File: config.mk
export PLATFORM = sky130hd
export DESIGN_NAME = lifo_stack_with_swap_top
export DESIGN_NICKNAME = d
export VERILOG_FILES = /design/src/hw/rtl/lsws_pkg.sv /design/src/hw/rtl/lsws_ctrl.sv /design/src/hw/rtl/lsws_dpath.sv /design/src/hw/rtl/lifo_stack_with_swap_top.sv
export VERILOG_INCLUDE_DIRS = /design/src /design/src/hw/rtl
export SDC_FILE = /design/constraint.sdc
export NUM_CORES = 1
export LEC_CHECK = 0
export BUFFER_PORTS_ARGS = -buffer_cell sky130_fd_sc_hd__clkbuf_2
export CORE_MARGIN = 5
export CORE_UTILIZATION = 45
export CTS_CLUSTER_DIAMETER = 100
export DETAILED_ROUTE_END_ITERATION = 7
export PLACE_DENSITY = 0.7
export SYNTH_ARGS = -nofsm -noshare
export SYNTH_HDL_FRONTEND = slang
export SYNTH_SLANG_ARGS = --single-unit
File: constraint.sdc
create_clock -name i_clk -period 10.9 [get_ports i_clk]
set_input_delay 1.09 -clock i_clk [delete_from_list [all_inputs] [get_ports i_clk]]
set_output_delay 1.09 -clock i_clk [all_outputs]
set_load 0.05 [all_outputs]
File: src/hw/rtl/lifo_stack_with_swap_top_assert.svh
// ----------------------------------------------------------------------------
// lifo stack with swap: assertion macros
// concurrent assertion wrappers, empty when SYNTHESIS is defined
// ----------------------------------------------------------------------------
`ifndef LIFO_STACK_WITH_SWAP_TOP_ASSERT_SVH
`define LIFO_STACK_WITH_SWAP_TOP_ASSERT_SVH

`ifndef SYNTHESIS

`define LSWS_ASSERT(label, clk, rst_n, prop, msg) \
    label: assert property (@(posedge clk) disable iff (!rst_n) (prop)) else $error(msg);

`define LSWS_ASSERT_IMP(label, clk, rst_n, ante, cons, msg) \
    label: assert property (@(posedge clk) disable iff (!rst_n) (ante) |-> (cons)) \
        else $error(msg);

`else

`define LSWS_ASSERT(label, clk, rst_n, prop, msg)

`define LSWS_ASSERT_IMP(label, clk, rst_n, ante, cons, msg)

`endif

`endif

File: src/hw/rtl/lsws_pkg.sv
`timescale 1ns / 1ps
// ----------------------------------------------------------------------------
// lsws_pkg
// shared constants, codes and controller/datapath interface types
// ----------------------------------------------------------------------------
package lsws_pkg;

    localparam int DEPTH      = 16;
    localparam int WORD_WIDTH = 32;
    localparam int DATA_W     = 32;
    localparam int POS_W      = 4;
    localparam int FUNC_W     = 3;
    localparam int STATUS_W   = 3;
    localparam int ADDR_W     = $clog2(DEPTH);
    localparam int FILL_W     = $clog2(DEPTH + 1);
    localparam int CMP_W      = (FILL_W > POS_W) ? FILL_W : POS_W;

    localparam logic [FILL_W-1:0]        FILL_FULL    = FILL_W'(DEPTH);
    localparam logic signed [DATA_W-1:0] DATA_NEG_ONE = '1;

    typedef enum logic [FUNC_W-1:0] {
        FUNC_PUSH = 3'd0,
        FUNC_POP  = 3'd1,
        FUNC_PEEK = 3'd2,
        FUNC_SWAP = 3'd3,
        FUNC_DUMP = 3'd4
    } t_func;

    typedef enum logic [STATUS_W-1:0] {
        ST_OK       = 3'd0,
        ST_EMPTY    = 3'd1,
        ST_FULL     = 3'd2,
        ST_BAD_POS  = 3'd3,
        ST_SAME_POS = 3'd4
    } t_status;

    typedef enum logic [1:0] {
        SEL_ZERO,
        SEL_NEG_ONE,
        SEL_RD_A
    } t_sel;

    typedef enum logic [2:0] {
        S_IDLE,
        S_RESULT,
        S_SWAP_A,
        S_SWAP_B,
        S_DUMP
    } t_state;

    typedef struct packed {
        logic    accept;
        logic    rd_swap;
        logic    push;
        logic    pop;
        logic    dump_step;
        logic    swap_wr_a;
        logic    swap_wr_b;
        logic    out_load;
        t_sel    out_sel;
        t_status out_status;
        logic    out_last;
        logic    out_pos_en;
    } t_dp_cmd;

    typedef struct packed {
        logic fill_zero;
        logic fill_full;
        logic same_pos;
        logic bad_pos;
        logic dump_last;
        logic out_free;
    } t_dp_status;

endpackage

File: src/hw/rtl/lsws_ctrl.sv
`timescale 1ns / 1ps
// ----------------------------------------------------------------------------
// lsws_ctrl
// operation sequencer: decodes each beat and steps the datapath
// ----------------------------------------------------------------------------
module lsws_ctrl import lsws_pkg::*; (
    input  logic              i_clk,
    input  logic              i_rst_n,
    input  logic              i_valid,
    input  logic [FUNC_W-1:0] i_func,
    input  t_dp_status        i_dp_status,
    output logic              o_ready,
    output t_dp_cmd           o_dp_cmd
);

    t_state  r_state, n_state;
    t_status r_res_status, n_res_status;
    t_sel    r_res_sel, n_res_sel;

    always_comb begin
        n_state      = r_state;
        n_res_status = r_res_status;
        n_res_sel    = r_res_sel;
        case (r_state)
            S_IDLE: begin
                if (i_valid) begin
                    case (i_func)
                        FUNC_PUSH: begin
                            n_state      = S_RESULT;
                            n_res_sel    = SEL_ZERO;
                            n_res_status = i_dp_status.fill_full ? ST_FULL : ST_OK;
                        end
                        FUNC_POP, FUNC_PEEK: begin
                            n_state      = S_RESULT;
                            n_res_sel    = i_dp_status.fill_zero ? SEL_NEG_ONE : SEL_RD_A;
                            n_res_status = i_dp_status.fill_zero ? ST_EMPTY : ST_OK;
                        end
                        FUNC_SWAP: begin
                            n_res_sel = SEL_ZERO;
                            if (i_dp_status.same_pos) begin
                                n_state      = S_RESULT;
                                n_res_status = ST_SAME_POS;
                            end else if (i_dp_status.bad_pos) begin
                                n_state      = S_RESULT;
                                n_res_status = ST_BAD_POS;
                            end else begin
                                n_state      = S_SWAP_A;
                                n_res_status = ST_OK;
                            end
                        end
                        FUNC_DUMP: begin
                            if (i_dp_status.fill_zero) begin
                                n_state      = S_RESULT;
                                n_res_sel    = SEL_NEG_ONE;
                                n_res_status = ST_EMPTY;
                            end else begin
                                n_state = S_DUMP;
                            end
                        end
                        default: begin
                            n_state = S_IDLE;
                        end
                    endcase
                end
            end
            S_SWAP_A: begin
                n_state = S_SWAP_B;
            end
            S_SWAP_B: begin
                n_state = S_RESULT;
            end
            S_RESULT: begin
                if (i_dp_status.out_free) begin
                    n_state = S_IDLE;
                end
            end
            S_DUMP: begin
                if (i_dp_status.out_free && i_dp_status.dump_last) begin
                    n_state = S_IDLE;
                end
            end
            default: begin
                n_state = S_IDLE;
            end
        endcase
    end

    always_comb begin
        o_ready  = 1'b0;
        o_dp_cmd = '{
            accept:     1'b0,
            rd_swap:    1'b0,
            push:       1'b0,
            pop:        1'b0,
            dump_step:  1'b0,
            swap_wr_a:  1'b0,
            swap_wr_b:  1'b0,
            out_load:   1'b0,
            out_sel:    SEL_ZERO,
            out_status: ST_OK,
            out_last:   1'b0,
            out_pos_en: 1'b0
        };
        case (r_state)
            S_IDLE: begin
                o_ready          = 1'b1;
                o_dp_cmd.accept  = i_valid;
                o_dp_cmd.rd_swap = (i_func == FUNC_SWAP);
                o_dp_cmd.push    = i_valid && (i_func == FUNC_PUSH)
                                   && !i_dp_status.fill_full;
                o_dp_cmd.pop     = i_valid && (i_func == FUNC_POP)
                                   && !i_dp_status.fill_zero;
            end
            S_SWAP_A: begin
                o_dp_cmd.swap_wr_a = 1'b1;
            end
            S_SWAP_B: begin
                o_dp_cmd.swap_wr_b = 1'b1;
            end
            S_RESULT: begin
                o_dp_cmd.out_load   = i_dp_status.out_free;
                o_dp_cmd.out_sel    = r_res_sel;
                o_dp_cmd.out_status = r_res_status;
                o_dp_cmd.out_last   = 1'b1;
            end
            S_DUMP: begin
                o_dp_cmd.out_load   = i_dp_status.out_free;
                o_dp_cmd.out_sel    = SEL_RD_A;
                o_dp_cmd.out_status = ST_OK;
                o_dp_cmd.out_last   = i_dp_status.dump_last;
                o_dp_cmd.out_pos_en = 1'b1;
                o_dp_cmd.dump_step  = i_dp_status.out_free && !i_dp_status.dump_last;
            end
            default: begin
                o_ready = 1'b0;
            end
        endcase
    end

    always_ff @(posedge i_clk) begin
        if (!i_rst_n) begin
            r_state      <= S_IDLE;
            r_res_status <= ST_OK;
            r_res_sel    <= SEL_ZERO;
        end else begin
            r_state      <= n_state;
            r_res_status <= n_res_status;
            r_res_sel    <= n_res_sel;
        end
    end

endmodule

File: src/hw/rtl/lsws_dpath.sv
`timescale 1ns / 1ps
`include "lifo_stack_with_swap_top_assert.svh"
// ----------------------------------------------------------------------------
// lsws_dpath
// entry memory, fill counter, position checks and result register
// ----------------------------------------------------------------------------
module lsws_dpath import lsws_pkg::*; (
    input  logic                     i_clk,
    input  logic                     i_rst_n,
    input  t_dp_cmd                  i_cmd,
    input  logic signed [DATA_W-1:0] i_push_value,
    input  logic [POS_W-1:0]         i_first_position,
    input  logic [POS_W-1:0]         i_second_position,
    input  logic                     i_ready,
    output t_dp_status               o_dp_status,
    output logic                     o_valid,
    output logic signed [DATA_W-1:0] o_data_word,
    output logic [POS_W-1:0]         o_entry_position,
    output logic [STATUS_W-1:0]      o_status,
    output logic                     o_is_empty,
    output logic                     o_last
);

    logic signed [WORD_WIDTH-1:0] r_mem [DEPTH];
    logic signed [WORD_WIDTH-1:0] r_rd_a, r_rd_b;
    logic [ADDR_W-1:0]            r_addr_a, r_addr_b;
    logic [FILL_W-1:0]            r_fill, n_fill;
    logic [ADDR_W-1:0]            r_dpos;

    logic                     r_out_valid;
    logic signed [DATA_W-1:0] r_out_data;
    logic [POS_W-1:0]         r_out_pos;
    t_status                  r_out_status;
    logic                     r_out_empty;
    logic                     r_out_last;

    logic [POS_W-1:0]             pos_a;
    logic [FILL_W-1:0]            top_index;
    logic [ADDR_W-1:0]            rd_addr_a, rd_addr_b;
    logic                         rd_en;
    logic                         wr_en;
    logic [ADDR_W-1:0]            wr_addr;
    logic signed [WORD_WIDTH-1:0] wr_data;
    logic signed [DATA_W-1:0]     out_data;
    logic                         out_free;
    logic                         dump_last;

    assign pos_a     = i_cmd.rd_swap ? i_first_position : '0;
    assign top_index = r_fill - FILL_W'(1);
    assign rd_addr_a = i_cmd.dump_step ? (r_addr_a - ADDR_W'(1))
                                       : ADDR_W'(top_index - FILL_W'(pos_a));
    assign rd_addr_b = ADDR_W'(top_index - FILL_W'(i_second_position));
    assign rd_en     = i_cmd.accept || i_cmd.dump_step;
    assign out_free  = !r_out_valid || i_ready;
    assign dump_last = (FILL_W'(r_dpos) + FILL_W'(1)) == r_fill;

    always_comb begin
        wr_en   = i_cmd.push || i_cmd.swap_wr_a || i_cmd.swap_wr_b;
        wr_addr = ADDR_W'(r_fill);
        wr_data = WORD_WIDTH'(i_push_value);
        if (i_cmd.swap_wr_a) begin
            wr_addr = r_addr_a;
            wr_data = r_rd_b;
        end else if (i_cmd.swap_wr_b) begin
            wr_addr = r_addr_b;
            wr_data = r_rd_a;
        end
    end

    always_comb begin
        n_fill = r_fill;
        if (i_cmd.push) begin
            n_fill = r_fill + FILL_W'(1);
        end else if (i_cmd.pop) begin
            n_fill = r_fill - FILL_W'(1);
        end
    end

    always_comb begin
        case (i_cmd.out_sel)
            SEL_ZERO:    out_data = '0;
            SEL_NEG_ONE: out_data = DATA_NEG_ONE;
            SEL_RD_A:    out_data = DATA_W'(r_rd_a);
            default:     out_data = '0;
        endcase
    end

    always_comb begin
        o_dp_status.fill_zero = (r_fill == '0);
        o_dp_status.fill_full = (r_fill == FILL_FULL);
        o_dp_status.same_pos  = (i_first_position == i_second_position);
        o_dp_status.bad_pos   = (CMP_W'(i_first_position) >= CMP_W'(r_fill))
                                || (CMP_W'(i_second_position) >= CMP_W'(r_fill));
        o_dp_status.dump_last = dump_last;
        o_dp_status.out_free  = out_free;
    end

    // entry memory, one write port and two registered read ports
    always_ff @(posedge i_clk) begin
        if (wr_en) begin
            r_mem[wr_addr] <= wr_data;
        end
        if (rd_en) begin
            r_rd_a   <= r_mem[rd_addr_a];
            r_rd_b   <= r_mem[rd_addr_b];
            r_addr_a <= rd_addr_a;
            r_addr_b <= rd_addr_b;
        end
    end

    always_ff @(posedge i_clk) begin
        if (!i_rst_n) begin
            r_fill      <= '0;
            r_out_valid <= 1'b0;
        end else begin
            r_fill <= n_fill;
            if (i_cmd.out_load) begin
                r_out_valid <= 1'b1;
            end else if (i_ready) begin
                r_out_valid <= 1'b0;
            end
        end
    end

    always_ff @(posedge i_clk) begin
        if (i_cmd.accept) begin
            r_dpos <= '0;
        end else if (i_cmd.dump_step) begin
            r_dpos <= r_dpos + ADDR_W'(1);
        end
        if (i_cmd.out_load) begin
            r_out_data   <= out_data;
            r_out_pos    <= i_cmd.out_pos_en ? POS_W'(r_dpos) : '0;
            r_out_status <= i_cmd.out_status;
            r_out_empty  <= (r_fill == '0);
            r_out_last   <= i_cmd.out_last;
        end
    end

    assign o_valid          = r_out_valid;
    assign o_data_word      = r_out_data;
    assign o_entry_position = r_out_pos;
    assign o_status         = r_out_status;
    assign o_is_empty       = r_out_empty;
    assign o_last           = r_out_last;

    `LSWS_ASSERT(a_fill_bound, i_clk, i_rst_n, r_fill <= FILL_FULL, "fill count beyond depth")
    `LSWS_ASSERT_IMP(a_no_push_full, i_clk, i_rst_n, i_cmd.push, r_fill != FILL_FULL, "push while full")
    `LSWS_ASSERT_IMP(a_no_pop_empty, i_clk, i_rst_n, i_cmd.pop, r_fill != '0, "pop while empty")
    `LSWS_ASSERT_IMP(a_load_free, i_clk, i_rst_n, i_cmd.out_load, out_free, "result beat overwritten")

endmodule

File: src/hw/rtl/lifo_stack_with_swap_top.sv
`timescale 1ns / 1ps
// ----------------------------------------------------------------------------
// lifo_stack_with_swap_top
// bounded lifo stack of signed words with push, pop, peek, swap and dump
// ----------------------------------------------------------------------------
// One operation is worked on at a time; the input is ready only while the
// sequencer is idle. The entries live in a 16-word memory with one write port
// and two registered read ports; push, pop and peek go from accept to the
// result state, and swap reads both entries, then writes them back one per
// cycle in S_SWAP_A and S_SWAP_B through the single write port. Dump streams
// one beat per cycle while the receiver takes them, top first. An empty dump,
// a full push or a rejected swap goes straight to the result state; an unused
// code gives no result beat. The result register lets the sequencer finish
// while the last beat waits; a stalled result beat holds it until taken.
module lifo_stack_with_swap_top import lsws_pkg::*; (
    input  logic                     i_clk,
    input  logic                     i_rst_n,
    input  logic                     i_valid,
    output logic                     o_ready,
    input  logic [FUNC_W-1:0]        i_func,
    input  logic signed [DATA_W-1:0] i_push_value,
    input  logic [POS_W-1:0]         i_first_position,
    input  logic [POS_W-1:0]         i_second_position,
    output logic                     o_valid,
    input  logic                     i_ready,
    output logic signed [DATA_W-1:0] o_data_word,
    output logic [POS_W-1:0]         o_entry_position,
    output logic [STATUS_W-1:0]      o_status,
    output logic                     o_is_empty,
    output logic                     o_last
);

    t_dp_cmd    dp_cmd;
    t_dp_status dp_status;

    lsws_ctrl u_ctrl (
        .i_clk       (i_clk),
        .i_rst_n     (i_rst_n),
        .i_valid     (i_valid),
        .i_func      (i_func),
        .i_dp_status (dp_status),
        .o_ready     (o_ready),
        .o_dp_cmd    (dp_cmd)
    );

    lsws_dpath u_dpath (
        .i_clk             (i_clk),
        .i_rst_n           (i_rst_n),
        .i_cmd             (dp_cmd),
        .i_push_value      (i_push_value),
        .i_first_position  (i_first_position),
        .i_second_position (i_second_position),
        .i_ready           (i_ready),
        .o_dp_status       (dp_status),
        .o_valid           (o_valid),
        .o_data_word       (o_data_word),
        .o_entry_position  (o_entry_position),
        .o_status          (o_status),
        .o_is_empty        (o_is_empty),
        .o_last            (o_last)
    );

endmodule

# Word level (Yosys, flattened, before mapping)
# Memories as Yosys holds them, arrays and structs flattened. A register that Yosys moved wholly into a read port is not among the register bits.
# Index checks and enable logic that the tools add are counted.
[classes] n_mux=37 magnitude_cmp=2 add_sub_neg=7 n_eq_ne=17 reduce_logical=28
[op_table] operator="two-way mux 32 bit" count=2
[op_table] operator="one-hot mux 32 bit (2 select lines)" count=1
[op_table] operator="two-way mux 3 bit" count=7
[op_table] operator="two-way mux 4 bit" count=5
[op_table] operator="one-hot mux 3 bit (5 select lines)" count=1
[op_table] operator="one-hot mux 7 bit (2 select lines)" count=1
[op_table] operator="== test 3 x 2 -> 1 bit, second input constant" count=4
[op_table] operator="one-hot mux 3 bit (4 select lines)" count=1
[op_table] operator=">= comparator 4 x 5 -> 1 bit" count=2
[op_table] operator="two-way mux 1 bit" count=10
[op_table] operator="two-way mux 2 bit" count=5
[op_table] operator="two-way mux 5 bit" count=2
[op_table] operator="one-hot mux 3 bit (3 select lines)" count=1
[op_table] operator="AND reduction 4 bit" count=2
[op_table] operator="subtractor 4 bit" count=2
[op_table] operator="== test 3 x 1 -> 1 bit, second input constant" count=2
[op_table] operator="== test 3 bit, second input constant" count=2
[op_table] operator="logical AND 1 bit" count=6
[op_table] operator="logical NOT 3 bit" count=2
[op_table] operator="!= test 2 x 1 -> 1 bit, second input constant" count=3
[op_table] operator="one-hot mux 2 bit (3 select lines)" count=1
[op_table] operator="adder 4 x 1 -> 5 bit, second input constant" count=1
[op_table] operator="adder 5 x 1 -> 5 bit, second input constant" count=1
[op_table] operator="== test 5 bit" count=1
[op_table] operator="17 further kinds" count=26
[word_totals] out_inout_bits=43 inputBits=47 ff_bits=67 elab_cells=105 ram_bits=512 n_memories=1
[memory_table] memory="u_dpath.r_mem" depth=16 word_bits=32 read_ports=2 rd_ports_with_merged_regs=2 wr=1 line="lsws_dpath.sv:24" rtl="logic signed [WORD_WIDTH-1:0] r_mem [DEPTH];"

# Depth between registers and ports, before layout
# Gate-level depths: netlist (run 1).
[logic_depth] ltp_word=8 ltp_mapped=13 mapped_depth_nobuf=11

# By module
# A second synthesis (run 1) with hierarchy kept.
[hier_totals] hier_cells=2340 area_unflattened_um2=30252.8
[by_module_without_submodules] module="lsws_dpath" seq_area_each_um2=18968.2 cells_each=2263 n_inst=1 area_each_um2=29639.7
[by_module_without_submodules] module="lsws_ctrl" seq_area_each_um2=160.2 cells_each=77 n_inst=1 area_each_um2=613.1

# Worst setup path before layout (run 1)
# No wires, ideal clock.
[synth_path] path_type="in2reg" from="input i_ready" to="register u_dpath.r_addr_a[0] (enable)" slack_ns=3.793 required_ns=10.298 setup_time_ns=0.602 arrival_ns=6.505 path_stages=3 path_buffers=0 cell_sequence="nand2b_1 -> nand2_1 -> o21ai_0"
[synth_via] elab_chain_len=4
[synth_rtl] element="start, declared" line="lifo_stack_with_swap_top.sv:25" rtl="input logic i_ready,"
[synth_rtl] element="logical OR 1 bit" line="lsws_dpath.sv:54" rtl="assign out_free = !r_out_valid || i_ready;"
[synth_rtl] element="logical AND 1 bit" line="lsws_ctrl.sv:132" rtl="o_dp_cmd.dump_step = i_dp_status.out_free && !i_dp_status.dump_last;"
[synth_rtl] element="two-way mux 1 bit" line="lsws_ctrl.sv:104" rtl="case (r_state)"
[synth_rtl] element="logical OR 1 bit" line="lsws_dpath.sv:53" rtl="assign rd_en = i_cmd.accept || i_cmd.dump_step;"
[synth_rtl] element="named net u_dpath.rd_en" line="lsws_dpath.sv:40" rtl="logic rd_en;"
[synth_rtl] element="end signal, assigned" line="lsws_dpath.sv:106" rtl="r_addr_a <= rd_addr_a;"
[synth_rtl] element="end, declared" line="lsws_dpath.sv:26" rtl="logic [ADDR_W-1:0] r_addr_a, r_addr_b;"
# The timed path passes the listed nets, and every way through them passes these cells.
# A chain may end at the register's enable or synchronous reset.

# Final worst setup path (run 1)
[layout_path] from="register u_ctrl.r_state[0]" to="register u_dpath.r_rd_a[24], read port of u_dpath.r_mem (data pin)"
[layout_via] elab_chain_len=5 word_cells_on_any_way=8 classes_between="1 x add/sub; 1 x eq/ne; 4 x mux; 2 x reduce/logical"
[layout_rtl] element="start, declared" line="lsws_ctrl.sv:16" rtl="t_state r_state, n_state;"
[layout_rtl] element="start signal, assigned" line="lsws_ctrl.sv:146" rtl="r_state <= n_state;"
[layout_rtl] element="logical NOT 3 bit" line="lsws_ctrl.sv:104"
[layout_rtl] element="two-way mux 4 bit" line="lsws_ctrl.sv:104"
[layout_rtl] element="two-way mux 4 bit" line="lsws_dpath.sv:48" rtl="assign pos_a = i_cmd.rd_swap ? i_first_position : '0;"
[layout_rtl] element="subtractor 4 bit" line="lsws_dpath.sv:51" rtl=": ADDR_W'(top_index - FILL_W'(pos_a));"
[layout_rtl] element="two-way mux 4 bit" line="lsws_dpath.sv:50" rtl="assign rd_addr_a = i_cmd.dump_step ? (r_addr_a - ADDR_W'(1))"
[layout_rtl] element="end, declared" line="lsws_dpath.sv:25" rtl="logic signed [WORD_WIDTH-1:0] r_rd_a, r_rd_b;"
# Parallel ways exist; a longest one is shown, timed or not.

==> impl_results.md, run 1 <==
* Outcome: finished clean
* Row count at 94
* Clk_lat worst skew at 0.60 ns
* Peak supply drop at between 0.1 and 0.15 mV
* Setup bufs post-CTS at 0
* CP Launch Type: flip-flop
* Ys async rst share at 0%
* Total track usage at 22.6%
* DR iter-0 viols at about 2200
* WL per Instance at ~28 um
* Via-per-instance ratio at approximately 6.4
* Proportion of synthesized area in mux cells at between 10% and 20%
* Largest net degree at the start of global routing at ~130
* CP Launch Point: u_ctrl.r_state[0]$_SDFFE_PN0P_
* Most numerous cell in the Yosys netlist: edfxtp_1
* Static Leak at 0.0125 uW
* FF-to-FF Start: u_ctrl.r_state[0]$_SDFFE_PN0P_
* Post-Synth XOR/XNOR Area at 0.917%
* Synth Area in Adders at approximately 1.0%
* Final hold violations at 0
* Cell count after synthesis at approximately 1900
* Clock slew at reported path FFs at approximately 0.060 ns
* Final RePlAce weighted congestion at 0.779
* Yosys top cell by area: edfxtp_1
* Post-Syn Nets at 1981
* Post-Route WL at slightly above 80 mm
* Root Driver: clkbuf_16
* Final slew viol count at 0
* Seq cells post-synth at 643
* Register area share after synthesis at ~64%
* Top FF cell, synth: edfxtp_1
* Antenna Nets Post-Route at 0
* Input/output buffers at 89
* Clock skew at 0.0208 ns
* Critical path required time at between 10 and 15 ns
* CTS Buf Count at 70
* Number of global-route vias before repair at ~19000
* Die area at about 72000 um2
* Htree depth at 3
* DIE WIDTH at between 200 and 300 um
* Synth Area in Simple Gates at under 10%
* Slew @ Worst Pin at about 1.2 ns
* First-pass GRT wire length at ~120 mm
* MaxCap Viol Count at 0
* Max FO, Critical Path at between 100 and 150
* Max clock buf depth at 3
* Commonest cells post-synth: edfxtp_1 (625), mux2i_1 (293), o22ai_1 (132), mux4_2 (128), nand2_1 (123)
* Post-Syn Area per Cell at 15.6 um2
* TNS Setup at 0 ns
* DRC violations left at 0
* Synth warnings at 0
* Antenna violations before repair at 0
* # IOs at 90
* Mapped Area at 29900 um2
* R2r setup slk at about 5.5 ns
* Largest family of logic cells by synthesized area: multiplexers
* Fmax at between 0.15 and 0.2 GHz
* # nets final at a little over 2000
* Critical path data arrival time at 5.75 ns
* Drt pass-1 iters at 5
* Slew headroom at between 10% and 20%
* Synth top area share at a little over three fifths
* DIE HEIGHT at 268 um
* Initial Util at ~45%
* Post-synth EDFFs at between 600 and 700
* Crit share post-route at between 40% and 50%
* Final setup vio count at 0
* Unrepaired setup endpoints after global routing: no
* Reg2reg end: u_dpath.r_rd_a[24]$_DFFE_PP_
* Core area at between 60000 and 70000 um2
* Post_cts resized at 0
* Unique masters post-synth at a little under 60
* HPWL Detailed at ~41 mm
* WHS at ~0.54 ns
* CTS tree: yes
* Area delta synth->final at 13.2%
* Vias at ~19000
* Final Critical Period at between 5 and 6 ns
* Post-synthesis compound-gate area fraction at about 6.9%
* Crit end category: flip-flop
* Cts hold-fix bufs at 0
* GRT overflow at 0
* Critical path class: reg -> reg
* Layout cells sized above 1 at between 20 and 25%
* Crit path to: u_dpath.r_rd_a[24]$_DFFE_PP_
* Hold Crit Class: reg -> reg
* Reg2reg path depth at 11
* Synth area leaders: edfxtp_1 (63%), mux2i_1 (9.8%), mux4_2 (9.7%), o22ai_1 (2.8%), nand2_1 (1.5%)
* Power density over cell area at 178 nW/um2
* Clock sinks at around 640
* N_diodes at 0
-- kinds of logic after synthesis --
group	Yosys count
mux	421
buf+inv	157
fa+ha+maj	23
compound gates	330
xor+xnor	28
flops	643
simple gates	309
-- cells in the final DEF (no fill, tap or decap), drive strengths merged, types with 12 or more instances in the layout --
cell type  Yosys  final
clkinv         0     28
mux2i        293    293
or4           32     32
o21ai         43     43
clkbuf        73    176
edfxtp       625    625
o22ai        133    133
a31oi         33     33
a211oi        38     38
mux4         128    128
xnor2         14     14
a21oi         53     53
inv           24     22
nand2        123    123
dfxtp         18     18
ha            21     21
buf           60     66
and2          44     44
xor2          12     12
nor2          67     67
-- registers in the layout, indices dropped and copies added, names as in the netlist --
register,cells
u_dpath.o_data_word,32
u_ctrl.r_res_status,3
u_dpath.r_dpos,4
u_dpath.r_rd_a,32
u_ctrl.r_res_sel,2
u_dpath.r_addr_a,4
u_dpath.o_entry_position,4
u_dpath.o_valid,1
u_dpath.r_mem,512
u_dpath.r_rd_b,32
u_dpath.r_addr_b,4
u_dpath.o_status,3
u_dpath.r_fill,5
u_dpath.o_last,1
u_dpath.o_is_empty,1
u_ctrl.r_state,3
-- critical path, stage by stage, from the launching register on --
cell      delay (ns)
dfxtp_2         0.32
buf_4           0.31
or3_4           0.51
nor4_1          0.35
ha_1            0.18
o31ai_1         0.07
o22ai_2         0.63
clkinv_8        0.80
buf_4           0.77
mux2i_1         0.33
o22ai_1         0.10
or4_1           0.54
-- final cells by class --
type / count / area (um2)
clock inverter: 36 / 354
multi-input combinational: 1111 / 10300
clock buffer: 87 / 1880
inverter: 24 / 104
fill: 5282 / 31900
tap: 864 / 1080
timing repair buffer: 155 / 953
sequential: 643 / 19100
-- how the worst min path moves through the flow --
stage                                           from                                to  slack [ns]  cells past startpoint
detailed placement  u_ctrl.r_res_sel[0]$_SDFFE_PN0P_  u_ctrl.r_res_sel[0]$_SDFFE_PN0P_        0.52                      1
finish              u_ctrl.r_res_sel[0]$_SDFFE_PN0P_  u_ctrl.r_res_sel[0]$_SDFFE_PN0P_        0.54                      1
global placement    u_ctrl.r_res_sel[0]$_SDFFE_PN0P_  u_ctrl.r_res_sel[0]$_SDFFE_PN0P_        0.49                      1
global route        u_ctrl.r_res_sel[0]$_SDFFE_PN0P_  u_ctrl.r_res_sel[0]$_SDFFE_PN0P_        0.57                      1
floorplan           u_ctrl.r_res_sel[0]$_SDFFE_PN0P_  u_ctrl.r_res_sel[0]$_SDFFE_PN0P_        0.47                      1
CTS                 u_ctrl.r_res_sel[0]$_SDFFE_PN0P_  u_ctrl.r_res_sel[0]$_SDFFE_PN0P_        0.54                      1
-- metal layers --
| metal | part of all wire [%] | track usage [%] |
|---|---|---|
| met1 | 39 | 30.6 |
| met2 | 48 | 37.3 |
| met3 | 9.7 | 3.99 |
| met4 | 3.1 | 7.84 |
| met5 | 0 | 0 |
-- power breakdown --
| group | switching, uW | total [uW] | internal, uW |
|---|---|---|---|
| combinational | 532 | 830 | 298 |
| clock | 949 | 2340 | 1390 |
| sequential | 32.3 | 2860 | 2820 |
| total | 1510 | 6020 | 4510 |
-- through the flow --
stage          instances  cell area (um2)  total power, uW  setup WS, ns  utilization (%)
6_report            2920            33800             6020          5.48             51.4
2_1_floorplan       1911            29900             3470          3.79                -
4_1_cts             2920            33800             6050          5.61             51.4
3_3_place_gp        2797            31600             3720          5.48             48.0
5_1_grt             2920            33800             6220          5.35             51.4
3_5_place_dp        2797            31600             3730          5.32             48.0
Power figures use the tool's default switching activity.
==> run 2, diff against run 1 <==
==> constraint.sdc (replaced) <==
create_clock -name i_clk -period 5.7 [get_ports i_clk]
set_input_delay 0.57 -clock i_clk [delete_from_list [all_inputs] [get_ports i_clk]]
set_output_delay 0.57 -clock i_clk [all_outputs]
set_load 0.05 [all_outputs]
==> impl_results.md, run 2 (synthesis gave the netlist of run 1 again) <==
* Cts hold-fix bufs at 0 (unchanged)
* DR iter-0 viols at 2103 (was 2245)
* Commonest cells after routing, fill and taps aside: edfxtp_1 (625), mux2i_1 (293), mux4_2 (128), o22ai_1 (128), nand2_1 (123) (unchanged)
* Initial Util at 45.4% (unchanged)
* Antenna Nets Post-Route at 0 (unchanged)
* Via-per-instance ratio at 6.34 (was 6.39)
* # IOs at 90 (unchanged)
* Drt pass-1 iters at 5 (unchanged)
* Area delta synth->final at 14.2% (was 13.2%)
* Crit share post-route at 80.0% (was 49.7%)
* Antenna violations before repair at 3 (was 0)
* TNS Setup at 0 ns (unchanged)
* Top delay family on crit path: compound AO/OA/AOI/OAI gates (was buffers and inverters)
* Hold Path Sink: u_dpath.r_mem[11][13]$_DFFE_PP_ (was u_ctrl.r_res_sel[0]$_SDFFE_PN0P_)
* Htree depth at 3 (unchanged)
* Die area at 71600 um2 (unchanged)
* Max FO, Critical Path at 50 (was 133)
* Max clock buf depth at 3 (unchanged)
* Final setup vio count at 0 (unchanged)
* WL per Instance at 28.0 um (was 28.2 um)
* Final slew viol count at 0 (unchanged)
* Reg2reg end: u_dpath.r_rd_a[13]$_DFFE_PP_ (was u_dpath.r_rd_a[24]$_DFFE_PP_)
* MaxCap Viol Count at 0 (unchanged)
* Crit path buffers/inverters at 2 (was 3)
* Post_cts resized at 0 (unchanged)
* CP Cell Sequence: ha_1 > and4b_1 > o21a_1 > o211a_1 > o22ai_2 > clkinv_8 > buf_4 > mux2i_1 > o22ai_1 > or4_1 (was buf_4 > or3_4 > nor4_1 > ha_1 > o31ai_1 > o22ai_2 > clkinv_8 > buf_4 > mux2i_1 > o22ai_1 > or4_1)
* Reg2reg path depth at 10 (was 11)
* Worst slack at placement at 1.20 ns (was 5.32 ns)
* Input/output buffers at 89 (unchanged)
* Clk_lat worst skew at 0.61 ns (was 0.60 ns)
* Slowest stage delay, CP at 0.82 ns (was 0.80 ns)
* Commonest non-fill, non-tap cell in the layout: edfxtp_1 (unchanged)
* Utilization after layout at 51.9% (was 51.4%)
* Power density over cell area at 339 nW/um2 (was 178 nW/um2)
* GRT overflow at 0 (unchanged)
* Max reg flops at 512 (unchanged)
* Clock slew at reported path FFs at 0.06 ns (about the same)
* Post-Route WL at 82.3 mm (about the same)
* CTS tree: yes (unchanged)
* # nets final at 2089 (was 2075)
* Largest net degree at the start of global routing at 78 (was 134)
* DIE WIDTH at 268 um (unchanged)
* Layout cells sized above 1 at 21.2% (was 20.8%)
* Fmax at 0.219 GHz (was 0.185 GHz)
* Setup bufs post-CTS at 0 (unchanged)
* Critical hold path startpoint: i_push_value[13] (was u_ctrl.r_res_sel[0]$_SDFFE_PN0P_)
* Crit-path slowest cell: o22ai_2 (was clkinv_8)
* Final hold violations at 0 (unchanged)
* Slew headroom at 9.56% (was 17.8%)
* Clock skew at 0.0198 ns (was 0.0208 ns)
* Hold depth at 3 (was 1)
* First-pass GRT wire length at 122 mm (was 121 mm)
* R2r setup slk at 1.14 ns (was 5.48 ns)
* Finished Layout Cells at 2939 (was 2920)
* Final Critical Period at 4.56 ns (was 5.42 ns)
* Vias at 18600 (was 18700)
* Outcome: finished clean (unchanged)
* DIE HEIGHT at 268 um (unchanged)
* Crit end category: flip-flop (unchanged)
* Hold Crit Class: in -> reg (was reg -> reg)
* Post-placement cell count at 2810 (was 2797)
* Final RePlAce weighted congestion at 0.812 (was 0.779)
* CTS Buf Count at 70 (unchanged)
* FF-to-FF Start: u_dpath.r_dpos[0]$_SDFFE_PP0P_ (was u_ctrl.r_state[0]$_SDFFE_PN0P_)
* DRC violations left at 0 (unchanged)
* Static Leak at 0.0127 uW (was 0.0125 uW)
* Core area at 65700 um2 (unchanged)
* Total track usage at 22.6% (about the same)
* Root Driver: clkbuf_16 (unchanged)
* Clock sinks at 643 (unchanged)
* Peak supply drop at 0.208 mV (was 0.110 mV)
* Final worst slack at 1.14 ns (was 5.48 ns)
* Largest Register: u_dpath.r_mem (unchanged)
* HPWL Detailed at 45.2 mm (was 41.5 mm)
* WHS at 0.358 ns (was 0.544 ns)
* Number of global-route vias before repair at 19300 (was 19100)
* Critical path data arrival time at 4.91 ns (was 5.75 ns)
* Critical path required time at 6.04 ns (was 11.23 ns)
* Slew @ Worst Pin at 1.35 ns (was 1.23 ns)
* CP Launch Type: flip-flop (unchanged)
* Critical path class: reg -> reg (unchanged)
* Unrepaired setup endpoints after global routing: no (unchanged)
* Row count at 94 (unchanged)
[run 2: through the flow]
step | cell area, um2 | total power, uW
global placement | 31900 | 7140
floorplan | 29900 | 6640
finish | 34100 | 11600
global route | 34100 | 11900
detailed placement | 31900 | 7170
CTS | 34100 | 11600
[run 2: worst max-delay path by stage]
stage	startpoint	to	slack [ns]	cells after the start
floorplan	u_dpath.r_dpos[0]$_SDFFE_PP0P_	u_dpath.r_addr_a[0]$_DFFE_PP_	0.63	6
global placement	u_dpath.r_dpos[0]$_SDFFE_PP0P_	u_dpath.r_rd_a[13]$_DFFE_PP_	1.28	10
detailed placement	i_func[1]	u_dpath.r_rd_a[30]$_DFFE_PP_	1.20	11
CTS	u_dpath.r_dpos[0]$_SDFFE_PP0P_	u_dpath.r_rd_a[13]$_DFFE_PP_	1.19	10
global route	u_dpath.r_dpos[0]$_SDFFE_PP0P_	u_dpath.r_rd_a[13]$_DFFE_PP_	0.97	10
finish	u_dpath.r_dpos[0]$_SDFFE_PP0P_	u_dpath.r_rd_a[13]$_DFFE_PP_	1.14	10
[run 2: power breakdown]
group	total [uW]	switching [uW]	internal, uW
logic	1620	1020	593
clock network	4480	1890	2590
registers	5470	70.9	5400
[run 2: worst min-delay path, stage by stage]
cell and delay [ns]:
clkbuf_2 0.08, nand2_1 0.05, o21ai_1 0.12
[run 2: cell type report]
cell class | instances | area [um2]
tap | 864 | 1080
multi-input combinational | 1111 | 10300
antenna | 2 | 5.00
sequential | 643 | 19100
timing repair buffer | 169 | 1230
clock buffer | 87 | 1840
inverter | 24 | 104
fill | 5263 | 31600
clock inverter | 39 | 414
[run 2: routing by layer]
layer  global-route usage [%]  up-vias  wire length (um)  share of wire [%]
met5                        0        -                 0                  0
met4                     8.00        0              2740                3.3
met3                     4.54      213              7940                9.7
met2                     36.9     1002             39700                 48
met1                     30.6     9467             31900                 39
li1                         -     7942                 -                  -
